File: src/sv/dms_pkg.sv
// ----------------------------------------------------------------------------
// dms_pkg
// Shared widths, codes, register map and transition functions of the
// door motion state machine.
// ----------------------------------------------------------------------------
package dms_pkg;

	// payload widths
	localparam int ACTION_W = 1;
	localparam int EVENT_W  = 4;
	localparam int STATE_W  = 3;
	localparam int MOTOR_W  = 2;
	localparam int CFG_W    = 16;

	// default width of the tick counters
	localparam int COUNT_WIDTH_DEF = 16;

	// configuration port
	localparam int APB_AW      = 3;
	localparam int APB_DW      = 32;
	localparam int REG_IDX_LSB = 2;

	localparam logic REG_MOTION = 1'b0;
	localparam logic REG_REPORT = 1'b1;

	localparam logic [CFG_W-1:0] MOTION_RST = CFG_W'(30);
	localparam logic [CFG_W-1:0] REPORT_RST = CFG_W'(10);

	// action codes
	localparam logic ACT_EVENT = 1'b0;
	localparam logic ACT_TICK  = 1'b1;

	// door states
	localparam logic [STATE_W-1:0] ST_IDLE      = 3'd0;
	localparam logic [STATE_W-1:0] ST_OPENING   = 3'd1;
	localparam logic [STATE_W-1:0] ST_OPEN      = 3'd2;
	localparam logic [STATE_W-1:0] ST_CLOSING   = 3'd3;
	localparam logic [STATE_W-1:0] ST_CLOSED    = 3'd4;
	localparam logic [STATE_W-1:0] ST_STOPPED   = 3'd5;
	localparam logic [STATE_W-1:0] ST_EMERGENCY = 3'd6;
	localparam logic [STATE_W-1:0] ST_FAULT     = 3'd7;

	// events
	localparam logic [EVENT_W-1:0] EV_OPEN         = 4'd0;
	localparam logic [EVENT_W-1:0] EV_CLOSE        = 4'd1;
	localparam logic [EVENT_W-1:0] EV_STOP         = 4'd2;
	localparam logic [EVENT_W-1:0] EV_EMERG        = 4'd3;
	localparam logic [EVENT_W-1:0] EV_RESET        = 4'd4;
	localparam logic [EVENT_W-1:0] EV_FULL_OPEN    = 4'd5;
	localparam logic [EVENT_W-1:0] EV_FULL_CLOSED  = 4'd6;
	localparam logic [EVENT_W-1:0] EV_OBSTRUCT     = 4'd7;
	localparam logic [EVENT_W-1:0] EV_OBSTRUCT_CLR = 4'd8;
	localparam logic [EVENT_W-1:0] EV_COMM_TO      = 4'd9;
	localparam logic [EVENT_W-1:0] EV_SENSOR_FLT   = 4'd10;
	localparam logic [EVENT_W-1:0] EV_SYSTEM_FLT   = 4'd11;

	// motor drive
	localparam logic [MOTOR_W-1:0] MOT_STOP  = 2'd0;
	localparam logic [MOTOR_W-1:0] MOT_OPEN  = 2'd1;
	localparam logic [MOTOR_W-1:0] MOT_CLOSE = 2'd2;

	typedef struct packed {
		logic [CFG_W-1:0] motion_ticks;
		logic [CFG_W-1:0] report_interval_ticks;
	} cfg_t;

	// event transition table; unlisted pairs keep the state
	function automatic logic [STATE_W-1:0] next_state(
		input logic [STATE_W-1:0] cur,
		input logic [EVENT_W-1:0] ev
	);
		logic [STATE_W-1:0] ns;
		ns = cur;
		if (ev == EV_EMERG) begin
			ns = ST_EMERGENCY;
		end else if (ev == EV_RESET) begin
			ns = ST_IDLE;
		end else if (ev == EV_SENSOR_FLT || ev == EV_SYSTEM_FLT) begin
			if (cur != ST_EMERGENCY) ns = ST_FAULT;
		end else begin
			unique case (cur)
				ST_IDLE: begin
					if (ev == EV_OPEN) ns = ST_OPENING;
					else if (ev == EV_COMM_TO) ns = ST_FAULT;
				end
				ST_OPENING: begin
					if (ev == EV_CLOSE) ns = ST_CLOSING;
					else if (ev == EV_STOP) ns = ST_STOPPED;
					else if (ev == EV_FULL_OPEN) ns = ST_OPEN;
				end
				ST_OPEN: begin
					if (ev == EV_CLOSE) ns = ST_CLOSING;
					else if (ev == EV_COMM_TO) ns = ST_FAULT;
				end
				ST_CLOSING: begin
					if (ev == EV_OPEN || ev == EV_OBSTRUCT) ns = ST_OPENING;
					else if (ev == EV_STOP) ns = ST_STOPPED;
					else if (ev == EV_FULL_CLOSED) ns = ST_CLOSED;
					else if (ev == EV_COMM_TO) ns = ST_FAULT;
				end
				ST_CLOSED: begin
					if (ev == EV_OPEN) ns = ST_OPENING;
					else if (ev == EV_COMM_TO) ns = ST_FAULT;
				end
				ST_STOPPED: begin
					if (ev == EV_OPEN) ns = ST_OPENING;
					else if (ev == EV_CLOSE) ns = ST_CLOSING;
					else if (ev == EV_COMM_TO) ns = ST_FAULT;
				end
				default: begin
					ns = cur;
				end
			endcase
		end
		return ns;
	endfunction

	function automatic logic [MOTOR_W-1:0] motor_of(input logic [STATE_W-1:0] s);
		logic [MOTOR_W-1:0] m;
		m = MOT_STOP;
		if (s == ST_OPENING || s == ST_EMERGENCY) m = MOT_OPEN;
		else if (s == ST_CLOSING) m = MOT_CLOSE;
		return m;
	endfunction

endpackage

File: src/sv/dms_if.sv
// ----------------------------------------------------------------------------
// dms_if
// Valid/ready channels of the door motion state machine: event and tick
// items in, status items out.
// ----------------------------------------------------------------------------
interface dms_in_if;
	logic                         valid;
	logic                         ready;
	logic [dms_pkg::ACTION_W-1:0] action;
	logic [dms_pkg::EVENT_W-1:0]  event_code;

	modport source (output valid, output action, output event_code, input ready);
	modport sink   (input valid, input action, input event_code, output ready);
endinterface

interface dms_out_if;
	logic                        valid;
	logic                        ready;
	logic [dms_pkg::STATE_W-1:0] door_state;
	logic [dms_pkg::MOTOR_W-1:0] motor_drive;
	logic                        state_entered;
	logic                        periodic_report;

	modport source (
		output valid, output door_state, output motor_drive,
		output state_entered, output periodic_report, input ready
	);
	modport sink (
		input valid, input door_state, input motor_drive,
		input state_entered, input periodic_report, output ready
	);
endinterface

File: src/sv/dms_cfg.sv
// ----------------------------------------------------------------------------
// dms_cfg
// APB register file: motion time and report interval.
// ----------------------------------------------------------------------------
module dms_cfg (
	input  logic                        clk,
	input  logic                        arst_n,
	input  logic                        psel,
	input  logic                        penable,
	input  logic                        pwrite,
	input  logic [dms_pkg::APB_AW-1:0]  paddr,
	input  logic [dms_pkg::APB_DW-1:0]  pwdata,
	output logic [dms_pkg::APB_DW-1:0]  prdata,
	output logic                        pready,
	output dms_pkg::cfg_t               cfg
);
	import dms_pkg::*;

	logic [CFG_W-1:0] motion_q;
	logic [CFG_W-1:0] report_q;
	logic             wr_en;
	logic             reg_idx;

	assign pready  = 1'b1;
	assign wr_en   = psel & penable & pwrite & pready;
	// one word per register, low address bits ignored
	assign reg_idx = paddr[REG_IDX_LSB];

	always_ff @(posedge clk or negedge arst_n) begin
		if (!arst_n) begin
			motion_q <= MOTION_RST;
			report_q <= REPORT_RST;
		end else if (wr_en) begin
			if (reg_idx == REG_MOTION) motion_q <= pwdata[CFG_W-1:0];
			else if (reg_idx == REG_REPORT) report_q <= pwdata[CFG_W-1:0];
		end
	end

	always_comb begin
		prdata = '0;
		if (reg_idx == REG_MOTION) prdata = APB_DW'(motion_q);
		else prdata = APB_DW'(report_q);
	end

	assign cfg.motion_ticks          = motion_q;
	assign cfg.report_interval_ticks = report_q;

endmodule

File: src/sv/door_motion_state_machine_core.sv
// ----------------------------------------------------------------------------
// door_motion_state_machine_core
// Eight-state door controller driven by event and tick items.
// ----------------------------------------------------------------------------
// Takes one item per clock, unless the result register stalls, and returns
// exactly one status item for each, in order. An accepted item lands in an
// input register, the next state and both tick counters are worked out in
// one short pass from that register and the controller state, and the
// status goes to a result register. A stalled result register holds the
// input register, and req.ready then follows rsp.ready in the same cycle.
// The user must write motion time and report interval over the APB port at
// byte addresses 0 and 4 only while no item is in flight (not enforced).
module door_motion_state_machine_core #(
	parameter int COUNT_WIDTH = dms_pkg::COUNT_WIDTH_DEF
) (
	input  logic                        clk,
	input  logic                        arst_n,
	dms_in_if.sink                      req,
	dms_out_if.source                   rsp,
	input  logic                        psel,
	input  logic                        penable,
	input  logic                        pwrite,
	input  logic [dms_pkg::APB_AW-1:0]  paddr,
	input  logic [dms_pkg::APB_DW-1:0]  pwdata,
	output logic [dms_pkg::APB_DW-1:0]  prdata,
	output logic                        pready
);
	import dms_pkg::*;

	// counters and motion/report settings are compared at the wider width
	localparam int CMP_W = (COUNT_WIDTH > CFG_W) ? COUNT_WIDTH : CFG_W;

	cfg_t cfg;

	// input register
	logic                 valid_s1;
	logic [ACTION_W-1:0]  action_s1;
	logic [EVENT_W-1:0]   event_s1;

	// controller state
	logic [STATE_W-1:0]     state_q;
	logic [COUNT_WIDTH-1:0] elapsed_q;
	logic [COUNT_WIDTH-1:0] report_cnt_q;

	// result register
	logic               out_valid_q;
	logic [STATE_W-1:0] out_state_q;
	logic [MOTOR_W-1:0] out_motor_q;
	logic               out_entered_q;
	logic               out_report_q;

	// next-state pass
	logic                   advance;
	logic                   is_tick;
	logic [COUNT_WIDTH-1:0] elapsed_inc;
	logic [COUNT_WIDTH-1:0] report_inc;
	logic                   motion_done;
	logic                   report_due;
	logic [STATE_W-1:0]     ns;
	logic                   entered;
	logic [COUNT_WIDTH-1:0] elapsed_nx;
	logic [COUNT_WIDTH-1:0] report_nx;

	dms_cfg u_cfg (
		.clk     (clk),
		.arst_n  (arst_n),
		.psel    (psel),
		.penable (penable),
		.pwrite  (pwrite),
		.paddr   (paddr),
		.pwdata  (pwdata),
		.prdata  (prdata),
		.pready  (pready),
		.cfg     (cfg)
	);

	// the held item moves on when the result register is free or draining
	assign advance   = valid_s1 & (~out_valid_q | rsp.ready);
	assign req.ready = ~valid_s1 | advance;

	always_ff @(posedge clk or negedge arst_n) begin
		if (!arst_n) begin
			valid_s1 <= 1'b0;
		end else if (req.ready) begin
			valid_s1 <= req.valid;
		end
	end

	always_ff @(posedge clk) begin
		if (req.valid && req.ready) begin
			action_s1 <= req.action;
			event_s1  <= req.event_code;
		end
	end

	assign is_tick = (action_s1 == ACT_TICK);

	// saturating increments
	assign elapsed_inc = (&elapsed_q) ? elapsed_q : elapsed_q + COUNT_WIDTH'(1);
	assign report_inc  = (&report_cnt_q) ? report_cnt_q : report_cnt_q + COUNT_WIDTH'(1);

	// a zero setting behaves as one since the incremented count is never zero
	assign motion_done = CMP_W'(elapsed_inc) >= CMP_W'(cfg.motion_ticks);
	assign report_due  = CMP_W'(report_inc) >= CMP_W'(cfg.report_interval_ticks);

	always_comb begin
		ns = state_q;
		if (!is_tick) begin
			ns = next_state(state_q, event_s1);
		end else if (motion_done) begin
			if (state_q == ST_OPENING) ns = ST_OPEN;
			else if (state_q == ST_CLOSING) ns = ST_CLOSED;
		end
	end

	assign entered = (ns != state_q);

	// entry clears the motion count after the tick increment
	always_comb begin
		elapsed_nx = elapsed_q;
		report_nx  = report_cnt_q;
		if (is_tick) begin
			elapsed_nx = elapsed_inc;
			report_nx  = report_due ? '0 : report_inc;
		end
		if (entered) elapsed_nx = '0;
	end

	always_ff @(posedge clk or negedge arst_n) begin
		if (!arst_n) begin
			state_q      <= ST_IDLE;
			elapsed_q    <= '0;
			report_cnt_q <= '0;
		end else if (advance) begin
			state_q      <= ns;
			elapsed_q    <= elapsed_nx;
			report_cnt_q <= report_nx;
		end
	end

	// result register
	always_ff @(posedge clk or negedge arst_n) begin
		if (!arst_n) begin
			out_valid_q <= 1'b0;
		end else if (advance) begin
			out_valid_q <= 1'b1;
		end else if (rsp.ready) begin
			out_valid_q <= 1'b0;
		end
	end

	always_ff @(posedge clk) begin
		if (advance) begin
			out_state_q   <= ns;
			out_motor_q   <= motor_of(ns);
			out_entered_q <= entered;
			out_report_q  <= is_tick & report_due;
		end
	end

	assign rsp.valid           = out_valid_q;
	assign rsp.door_state      = out_state_q;
	assign rsp.motor_drive     = out_motor_q;
	assign rsp.state_entered   = out_entered_q;
	assign rsp.periodic_report = out_report_q;

endmodule

File: src/flat_wrapper.sv
// flat-port wrapper written by rule: the top's interface ports become plain ports
module door_motion_state_machine_core_flat import dms_pkg::*;
#(
	parameter int COUNT_WIDTH = dms_pkg::COUNT_WIDTH_DEF
)
  (clk, arst_n, psel, penable, pwrite, paddr, pwdata, prdata, pready, req_valid, req_action, req_event_code, req_ready, rsp_valid, rsp_door_state, rsp_motor_drive, rsp_state_entered, rsp_periodic_report, rsp_ready);
  dms_in_if req_i ();
  dms_out_if rsp_i ();
  input  logic clk;
  input  logic arst_n;
  input  logic psel;
  input  logic penable;
  input  logic pwrite;
  input  logic [dms_pkg::APB_AW-1:0] paddr;
  input  logic [dms_pkg::APB_DW-1:0] pwdata;
  output logic [dms_pkg::APB_DW-1:0] prdata;
  output logic pready;
  input wire logic [$bits(req_i.valid)-1:0] req_valid;
  input wire logic [$bits(req_i.action)-1:0] req_action;
  input wire logic [$bits(req_i.event_code)-1:0] req_event_code;
  output wire logic [$bits(req_i.ready)-1:0] req_ready;
  output wire logic [$bits(rsp_i.valid)-1:0] rsp_valid;
  output wire logic [$bits(rsp_i.door_state)-1:0] rsp_door_state;
  output wire logic [$bits(rsp_i.motor_drive)-1:0] rsp_motor_drive;
  output wire logic [$bits(rsp_i.state_entered)-1:0] rsp_state_entered;
  output wire logic [$bits(rsp_i.periodic_report)-1:0] rsp_periodic_report;
  input wire logic [$bits(rsp_i.ready)-1:0] rsp_ready;
  assign req_i.valid = req_valid;
  assign req_i.action = req_action;
  assign req_i.event_code = req_event_code;
  assign req_ready = req_i.ready;
  assign rsp_valid = rsp_i.valid;
  assign rsp_door_state = rsp_i.door_state;
  assign rsp_motor_drive = rsp_i.motor_drive;
  assign rsp_state_entered = rsp_i.state_entered;
  assign rsp_periodic_report = rsp_i.periodic_report;
  assign rsp_i.ready = rsp_ready;
  door_motion_state_machine_core #(.COUNT_WIDTH(COUNT_WIDTH)) u_core (.clk(clk), .arst_n(arst_n), .req(req_i), .rsp(rsp_i), .psel(psel), .penable(penable), .pwrite(pwrite), .paddr(paddr), .pwdata(pwdata), .prdata(prdata), .pready(pready));
endmodule
File: config.mk
export PLATFORM = sky130hd
export DESIGN_NAME = door_motion_state_machine_core_flat
export DESIGN_NICKNAME = d
export VERILOG_FILES = /design/src/sv/dms_pkg.sv /design/src/sv/dms_if.sv /design/src/sv/dms_cfg.sv /design/src/sv/door_motion_state_machine_core.sv /design/src/flat_wrapper.sv
export SDC_FILE = /design/constraint.sdc
export NUM_CORES = 1
export LEC_CHECK = 0
export ABC_AREA = 1
export BUFFER_PORTS_ARGS = -buffer_cell sky130_fd_sc_hd__buf_2
export CAP_MARGIN = 20
export CORE_MARGIN = 2
export CORE_UTILIZATION = 50
export DETAILED_ROUTE_END_ITERATION = 10
export PLACE_DENSITY = 0.82
export SETUP_SLACK_MARGIN = 0.5
export SLEW_MARGIN = 25
export SYNTH_ARGS = -nofsm -noshare
export SYNTH_HDL_FRONTEND = slang
export SYNTH_SLANG_ARGS = --single-unit
File: constraint.sdc
create_clock -name clk -period 9.5 [get_ports clk]
set_clock_uncertainty 0.15 [all_clocks]
set_input_delay 0.95 -clock clk [delete_from_list [all_inputs] [get_ports clk]]
set_output_delay 0.95 -clock clk [all_outputs]
set_load 0.005 [all_outputs]
# Word level (Yosys, flattened, before mapping)
# Index checks and enable logic that the tools add are counted.
word_totals:
  ff_bits: 81
  output_inout_bits: 42
op_classes:
  add_sub_neg: 2
  magnitude_cmp: 2
  n_eq_ne: 20
  muxes: 28
  n_bitwise: 9
  n_reduce_logical: 15
op_table:
  columns: ["cell", "n"]
  rows:
  - ["2-to-1 mux 16 bit", 6]
  - ["2-to-1 mux 3 bit", 18]
  - ["adder 16 x 1 -> 16 bit, second input constant", 2]
  - [">= comparator 16 bit", 2]
  - ["AND reduction 16 bit", 2]
  - ["== test 4 x 3 -> 1 bit, second input constant", 4]
  - ["case mux 3 bit (5 select lines)", 1]
  - ["== test 4 bit, second input constant", 3]
  - ["== test 3 x 2 -> 1 bit, second input constant", 3]
  - ["== test 3 bit, second input constant", 3]
  - ["== test 4 x 2 -> 1 bit, second input constant", 2]
  - ["AND reduction 2 bit", 4]
  - ["== test 3 x 1 -> 1 bit, second input constant", 2]
  - ["AND 1 bit", 4]
  - ["== test 4 x 1 -> 1 bit, second input constant", 1]
  - ["zero test 4 bit", 1]
  - ["nonzero test 2 bit", 2]
  - ["zero test 3 bit", 1]
  - ["logical OR 1 bit", 3]
  - ["inequality test 3 bit", 1]
  - ["inequality test 3 bit, second input constant", 1]
  - ["NOT 1 bit", 3]
  - ["2-to-1 mux 1 bit", 2]
  - ["2-to-1 mux 2 bit", 1]
  - ["other kinds (3)", 4]

# Depth between registers and ports, before layout
# Gate-level depths: netlist of the first run.
depth:
  ltp_word: 13
  depth_mapped: 28
  mapped_depth_nobuf: 27

# By module
# A second synthesis of the first run with hierarchy kept.
unflattened:
  cells_unflattened: 785
  hier_area_um2: 5619.1
modules_own_cells:
  columns: ["module", "n_inst", "cells_each", "area_each_um2"]
  rows:
  - ["door_motion_state_machine_core", 1, 572, 3983.8]
  - ["dms_cfg", 1, 213, 1635.3]

# Worst setup path before layout of the first run
# No wires, ideal clock.
synth_path:
  kind: "reg-to-reg"
  start: "register u_core.elapsed_q[0]"
  end: "register u_core.elapsed_q[13]"
  arrival_time_ps: 3316
  required_ps: 9285
  setup_slack_ps: 5969
  stages_incl_launch_ff: 26
  cell_sequence: "dfrtp_1 -> ha_1 -> nand3_1 -> nor3_2 -> nand3_1 -> nor2_1 -> nand3_1 -> nor2_2 -> nor3_1 -> nand4_1 -> xnor2_1 -> ha_1 -> a21oi_1 -> o21ai_0 -> a21oi_1 -> nand3_1 -> nand2_1 -> nand3_1 -> nand2_1 -> nand2_1 -> nand2_2 -> nand3_1 -> nand2_2 -> buf_6 -> nand2_1 -> nand2_1"
synth_between:
  elab_chain_cells: 8
synth_rtl:
  columns: ["element", "line", "text"]
  rows:
  - ["start, declared", "door_motion_state_machine_core.sv:42", "logic [COUNT_WIDTH-1:0] elapsed_q;"]
  - ["start signal, assigned", "door_motion_state_machine_core.sv:136", "elapsed_q <= elapsed_nx;"]
  - ["adder 16 x 1 -> 16 bit / AND reduction 16 bit (equally long branches)", "door_motion_state_machine_core.sv:99", "assign elapsed_inc = (&elapsed_q) ? elapsed_q : elapsed_q + COUNT_WIDTH'(1);"]
  - ["2-to-1 mux 16 bit (*)", "door_motion_state_machine_core.sv:99", null]
  - [">= comparator 16 bit", "door_motion_state_machine_core.sv:103", "assign motion_done = CMP_W'(elapsed_inc) >= CMP_W'(cfg.motion_ticks);"]
  - ["2-to-1 mux 3 bit", "door_motion_state_machine_core.sv:110", "end else if (motion_done) begin"]
  - ["2-to-1 mux 3 bit", "door_motion_state_machine_core.sv:108", "if (!is_tick) begin"]
  - ["inequality test 3 bit", "door_motion_state_machine_core.sv:116", "assign entered = (ns != state_q);"]
  - ["nonzero test 2 bit (no line)", null, null]
  - ["AND reduction 2 bit (no line)", null, null]
# Every way passes the cells marked *; elsewhere a longest branch is shown, timed or not. The select of a mux whose other input is x is not followed.
# A chain may end at the register's enable or synchronous reset.

# Final worst setup path of the first run
layout_path:
  start: "register u_core.elapsed_q[0]"
  end: "register u_core.elapsed_q[11]"
# The elaborated chain is that of the path after synthesis.

==> flow_summary.yaml, run 1 <==
critical_path:
  end_kind: "register"
  arrival_ns: 4.34
  worstSetupPathType: "register to register"
  crit_required_ns: 9.65
  path_max_fanout: 16
  start_kind: "register"
logic_synthesis:
  synth.area.top_cells: "dfrtp_1, nand2_1, ha_1, inv_1, o21ai_0"
  ys_ff_latch: 81
  synth_edf_count: 12
  synthFlopType: "dfrtp_1"
  async_reset_ff_share_pct: 85.2
  yosysWarningCount: 0
  syn_area_um2: 5410
  synthCells: 733
  netlist.area_leader.share_pct: 29.2
  synth.distinct_cells: 39
  yosysSeqAreaShare_pct: 38.8
  avgSynthCellArea_um2: 7.37
  synth.largest_area_cell: "dfrtp_1"
sta:
  fmax_mhz: 239
  tightest_slew_ns: 0.912
  slew_violations: 0
  fin_hold_ws_ns: 0.345
  finalSetupTns_ns: 0
  fin_crit_sh_pct: 44.1
  setup_viol: 0
  slew-limit-headroom_pct: 39.0
  rsz0062_at_grt: "no"
  period_minus_slack_ns: 4.19
  worst_slack_ns: 5.31
  hold_viol: 0
place:
  dpl_worst_slack_ns: 5.35
  dp_cells: 904
  gp_congestion: 0.880
  io_buffers: 53
  dp_hpwl_mm: 8.47
worst_hold_path:
  min_path_type: "register to register"
routing:
  drt_iter0_markers: 182
  routed_wl_mm: 11.3
  vias: 4671
  vias_per_cell: 5.08
  wl_per_cell_um: 12.3
  antenna_left: 0
  drc: 0
  drt_first_pass_iters: 5
die:
  fp-row-count: 37
  initial_utilization_pct: 51.9
  die-height_um: 108
  core_um2: 10400
  die-area_um2: 11700
  io_pins: 89
  die_width_um: 108
cells_and_area:
  drive_gt1_share_pct: 13.3
  final_cell_mix: "nand2_1, inv_1, o21ai_0, dfrtp_1, buf_2"
  n_antenna_cell: 0
  multi_input_area_um2: 2720
  n_fill_cell: 976
  synthToLayoutAreaGrowth_pct: 9.47
  final_util_pct: 56.8
  fin_nets: 860
  final_common_cell: "nand2_1"
  regArea_um2: 2090
  final_cells: 920
pwr:
  p_sw_w: 0.000526
  power-per-cell-area_nw_per_um2: 217
  p_int_w: 0.000756
  clkPwrFrac_pct: 22.5
  leakagePower_nw: 3.16
  switching_share_pct: 41.0
  ir_drop_uv: 127
  p_seq_share_pct: 39.0
  power_frac_comb_pct: 38.5
grt:
  met1_usage_pct: 28.7
  grt_pass1_vias: 4256
  antenna_found_initial: 0
  grt_usage_pct: 20.8
  grt-ovfl-total: 0
  grt_pass1_wl_mm: 19.3
  grt_start_max_net_pins: 70
  groute.layer.met2.usage_pct: 33.8
  grtUsageMet3_pct: 3.92
  top_usage_layer: "met2"
clocking:
  clk_latency_ns: 0.36
  holdBufCountCts: 0
  cts_sinks: 81
  cts_root_buf: "clkbuf_8"
  cts_buffers: 9
  cts-resized-gates: 0
  htreeDepth: 3
  cts_tree: "yes"
  clk_pin_slew_ns: 0.09
  cts_setup_buffers: 0
  clock_tree.buffer_depth: 2
run_status:
  status: "finished clean"
flow_run:
  cap_violations: 0
[kinds of logic (layout without fill, tap and decap cells)]
logic type               Yosys count  in the layout  share of synthesized area [%]
other                              2             17                          0.139
XOR/XNOR                          18             18                           2.92
flip-flops                        81             81                           38.8
adder cells (fa/ha/maj)           34             34                           7.87
AND/OR/NAND/NOR                  332            332                           26.9
AO/OA/AOI/OAI                    117            117                           11.4
buffers and inverters            149            185                           12.0
[metrics by stage]
stage                     cell area, µm²  total power, W
after floorplan                     5460        0.000877
after global placement              5690        0.000978
after detailed placement            5690        0.000997
after CTS                           5920         0.00129
after global routing                5920         0.00140
final                               5920         0.00128
[worst max-delay path: stages (launching register included)]
cell and delay (ns):
dfrtp_1 0.43, ha_1 0.24, nand3_1 0.14, nor3_2 0.07
nand3_1 0.13, nor2_1 0.09, nand3_1 0.10, nor2_2 0.07
nor3_1 0.31, nand4_1 0.17, xnor2_1 0.24, ha_1 0.30
a21oi_1 0.16, o21ai_0 0.10, a21oi_1 0.24, nand3_1 0.18
nand2_1 0.09, nand3_1 0.08, nand2_1 0.14, nand2_1 0.08
nand2_2 0.09, nand3_1 0.10, nand2_2 0.26, nand2_1 0.10
nand2_1 0.07
[registers in the layout, summed over array words and instances, names as in the netlist]
signal,flops
u_core.rsp.state_entered,1
u_core.elapsed_q,16
u_core.rsp.valid,1
u_core.valid_s1,1
u_core.report_cnt_q,16
u_core.action_s1,1
u_core.state_q,3
u_core.u_cfg.motion_q,16
u_core.u_cfg.report_q,16
u_core.rsp.motor_drive,2
u_core.rsp.periodic_report,1
u_core.event_s1,4
u_core.rsp.door_state,3
[layer usage]
| layer | part of all wire, % | wire length (µm) |
|---|---|---|
| met1 | 46 | 5230 |
| met5 | 0 | 0 |
| met4 | 1.4 | 153 |
| met2 | 48 | 5430 |
| met3 | 4.2 | 473 |
[power by group through the flow]
stage / Clock [W] / Combinational, W / Sequential, W
floorplan: 0 / 0.000397 / 0.000480
global placement: 0 / 0.000473 / 0.000504
detailed placement: 0 / 0.000492 / 0.000505
CTS: 0.000296 / 0.000494 / 0.000499
global route: 0.000312 / 0.000574 / 0.000512
finish: 0.000288 / 0.000493 / 0.000500
[synth_stat cells, types with 3 or more instances]
library cell  number
o21a_1             3
nand3_1           43
dfrtp_1           63
nand2_1          202
nand4_1            9
o21ai_0           76
inv_1            108
nand2_2            8
ha_1              34
o22ai_1            3
nor2_1            41
buf_4             20
xnor2_1            6
clkbuf_1          11
a21oi_1           26
edfxtp_1          12
dfstp_2            6
xor2_1            12
inv_2              6
nor2_4             4
nor3_1            12
[worst paths after layout]
path                            slack, ns                        to  depth (start not counted)                     start
worst max-delay path                 5.31      u_core.elapsed_q[11]                         24       u_core.elapsed_q[0]
worst min-delay path                 0.34  u_core.u_cfg.motion_q[7]                          2  u_core.u_cfg.motion_q[7]
worst max register to register       5.31      u_core.elapsed_q[11]                         24       u_core.elapsed_q[0]
worst min register to register       0.34  u_core.u_cfg.motion_q[7]                          2  u_core.u_cfg.motion_q[7]
max in group asynchronous            7.98  u_core.u_cfg.report_q[8]                          2                    arst_n
min in group asynchronous            0.59    u_core.report_cnt_q[0]                          2                    arst_n
[cell type report]
class | count | area share (%)
Clock buffer | 10 | 2.52
Clock inverter | 6 | 1.31
Inverter | 114 | 7.23
Multi-Input combinational cell | 518 | 45.9
Sequential cell | 81 | 35.4
Tap cell | 136 | 2.88
Timing Repair Buffer | 55 | 4.74
(Power assumes the default switching activity.)
==> run 2, diff against run 1 <==
==> constraint.sdc (replaced) <==
create_clock -name clk -period 4.4 [get_ports clk]
set_clock_uncertainty 0.15 [all_clocks]
set_input_delay 0.44 -clock clk [delete_from_list [all_inputs] [get_ports clk]]
set_output_delay 0.44 -clock clk [all_outputs]
set_load 0.005 [all_outputs]
==> flow_summary.yaml, run 2 (synthesis gave the netlist of run 1 again) <==
run_status:
  status: "finished clean"
pwr:
  power-per-cell-area_nw_per_um2: 452
  ir_drop_uv: 260
  leakagePower_nw: 3.28
  p_total_w: 0.00281
place:
  io_buffers: 53
  gp_congestion: 0.899
  dpl_worst_slack_ns: 0.261
  dp_hpwl_mm: 8.57
sta:
  hold_viol: 0
  worst_slack_ns: 0.582
  finalSetupTns_ns: 0
  slew_violations: 0
  slew-limit-headroom_pct: 38.8
  setup_viol: 0
  tightest_slew_ns: 0.915
  fmax_mhz: 262
  rsz0062_at_grt: "yes"
  period_minus_slack_ns: 3.82
  fin_hold_ws_ns: 0.0883
  fin_crit_sh_pct: 86.8
die:
  io_pins: 89
  die-area_um2: 11700
  die_width_um: 108
  die-height_um: 108
  core_um2: 10400
  fp-row-count: 37
  initial_utilization_pct: 51.9
grt:
  grt_start_max_net_pins: 42
  grt_pass1_wl_mm: 19.6
  grt-ovfl-total: 0
  grt_pass1_vias: 4336
  grt_usage_pct: 21.4
  antenna_found_initial: 0
cells_and_area:
  n_antenna_cell: 0
  fin_nets: 877
  final_cell_mix: "nand2_1, inv_1, o21ai_0, dfrtp_1, buf_2"
  synthToLayoutAreaGrowth_pct: 15.1
  drive_gt1_share_pct: 19.4
  final_common_cell: "nand2_1"
clocking:
  cts_tree: "yes"
  htreeDepth: 3
  clk_latency_ns: 0.38
  cts_sinks: 81
  clk_pin_slew_ns: 0.09
  clock_tree.buffer_depth: 2
  cts_root_buf: "clkbuf_8"
  cts_buffers: 9
worst_hold_path:
  min_path_type: "input pin to register"
  hold_depth: 1
routing:
  drc: 0
  drt_iter0_markers: 276
  antenna_left: 0
  wl_per_cell_um: 13.2
  vias: 4818
  drt_first_pass_iters: 5
  routed_wl_mm: 12.4
  vias_per_cell: 5.14
critical_path:
  cp_num_buf_inv: 0
  end_kind: "register"
  path_max_fanout: 8
  arrival_ns: 3.99
  worstPathCellList: "ha_4, nand3_4, nor3_4, nand3_2, nor2_4, nand3_2, nor2_4, nor3_4, nand4_1, xnor2_2, ha_4, nand4_1, nor3_2, nand3_2, nand3_4, nand2_4, nand3_2, nand2_2, nor2_4, nand2_4, nor2_4, nand2_1, nand2_1"
  cpMaxStageDelayCell: "dfrtp_1"
  crit_required_ns: 4.57
  start_kind: "register"
  path_depth: 23
  worstSetupPathType: "register to register"
  crit_path_max_incr_delay_ns: 0.41
  cp_top_family: "simple AND/OR/NAND/NOR gates"
  rr_worst_depth: 23
flow_run:
  cap_violations: 0
[run 2: cell types whose count changed in the layout (fill, tap and decap cells not counted), sizes merged]
cell and delta:
inv -1, clkinv +3, dlygate4sd3 +1, bufinv -1
clkbuf -1, nand2 +1, buf +14, nor2 +1
[run 2: what timing repair did]
action	CTS	global route
gates resized for setup	10	39
hold endpoints to repair	28	0
setup buffers	5	7
gates cloned	2	0
endpoints found under the setup margin	18	33
pin swaps	6	33
hold buffers	1	0
[run 2: worst paths after layout]
check | from | to | slack, ns
max | u_core.elapsed_q[1] | u_core.elapsed_q[3] | 0.58
min | req_event_code[0] | u_core.event_s1[0] | 0.09
max reg2reg | u_core.elapsed_q[1] | u_core.elapsed_q[3] | 0.58
min reg2reg | u_core.u_cfg.motion_q[5] | u_core.u_cfg.motion_q[5] | 0.34
max in group asynchronous | arst_n | u_core.u_cfg.motion_q[2] | 2.65
min in group asynchronous | arst_n | u_core.state_q[1] | 0.48
[run 2: per-stage QoR]
step / utilization, % / cell area (µm²) / cells
2_1_floorplan: - / 5460 / 748
5_1_grt: 59.7 / 6220 / 937
6_report: 59.7 / 6220 / 937
4_1_cts: 57.5 / 5990 / 930
3_3_place_gp: 54.8 / 5710 / 906
3_5_place_dp: 54.8 / 5710 / 906
[run 2: final cells by class]
cell class                      instances  area (µm²)
Sequential cell                        81        2100
Timing Repair Buffer                   70         395
Clock inverter                          7        52.6
Inverter                              114         430
Multi-Input combinational cell        520        2950
Fill cell                             940        4190
Clock buffer                            9         124
Tap cell                              136         170
[run 2: where the power goes]
| part | switching (W) | total [W] | internal [W] | leakage [nW] |
|---|---|---|---|---|
| logic | 0.000754 | 0.00122 | 0.000464 | 2.18 |
| registers | 0.000142 | 0.00108 | 0.000936 | 1.01 |
| clock network | 0.000305 | 0.000515 | 0.000210 | 0.0904 |
[run 2: metal layers]
layer  track usage (%)  vias to the layer above  routed length [µm]
li1                  -                     2438                   -
met3              3.38                       21                 617
met5                 0                        -                   0
met4              8.61                        0                 248
met2              35.1                      149                6040
met1              28.4                     2210                5480
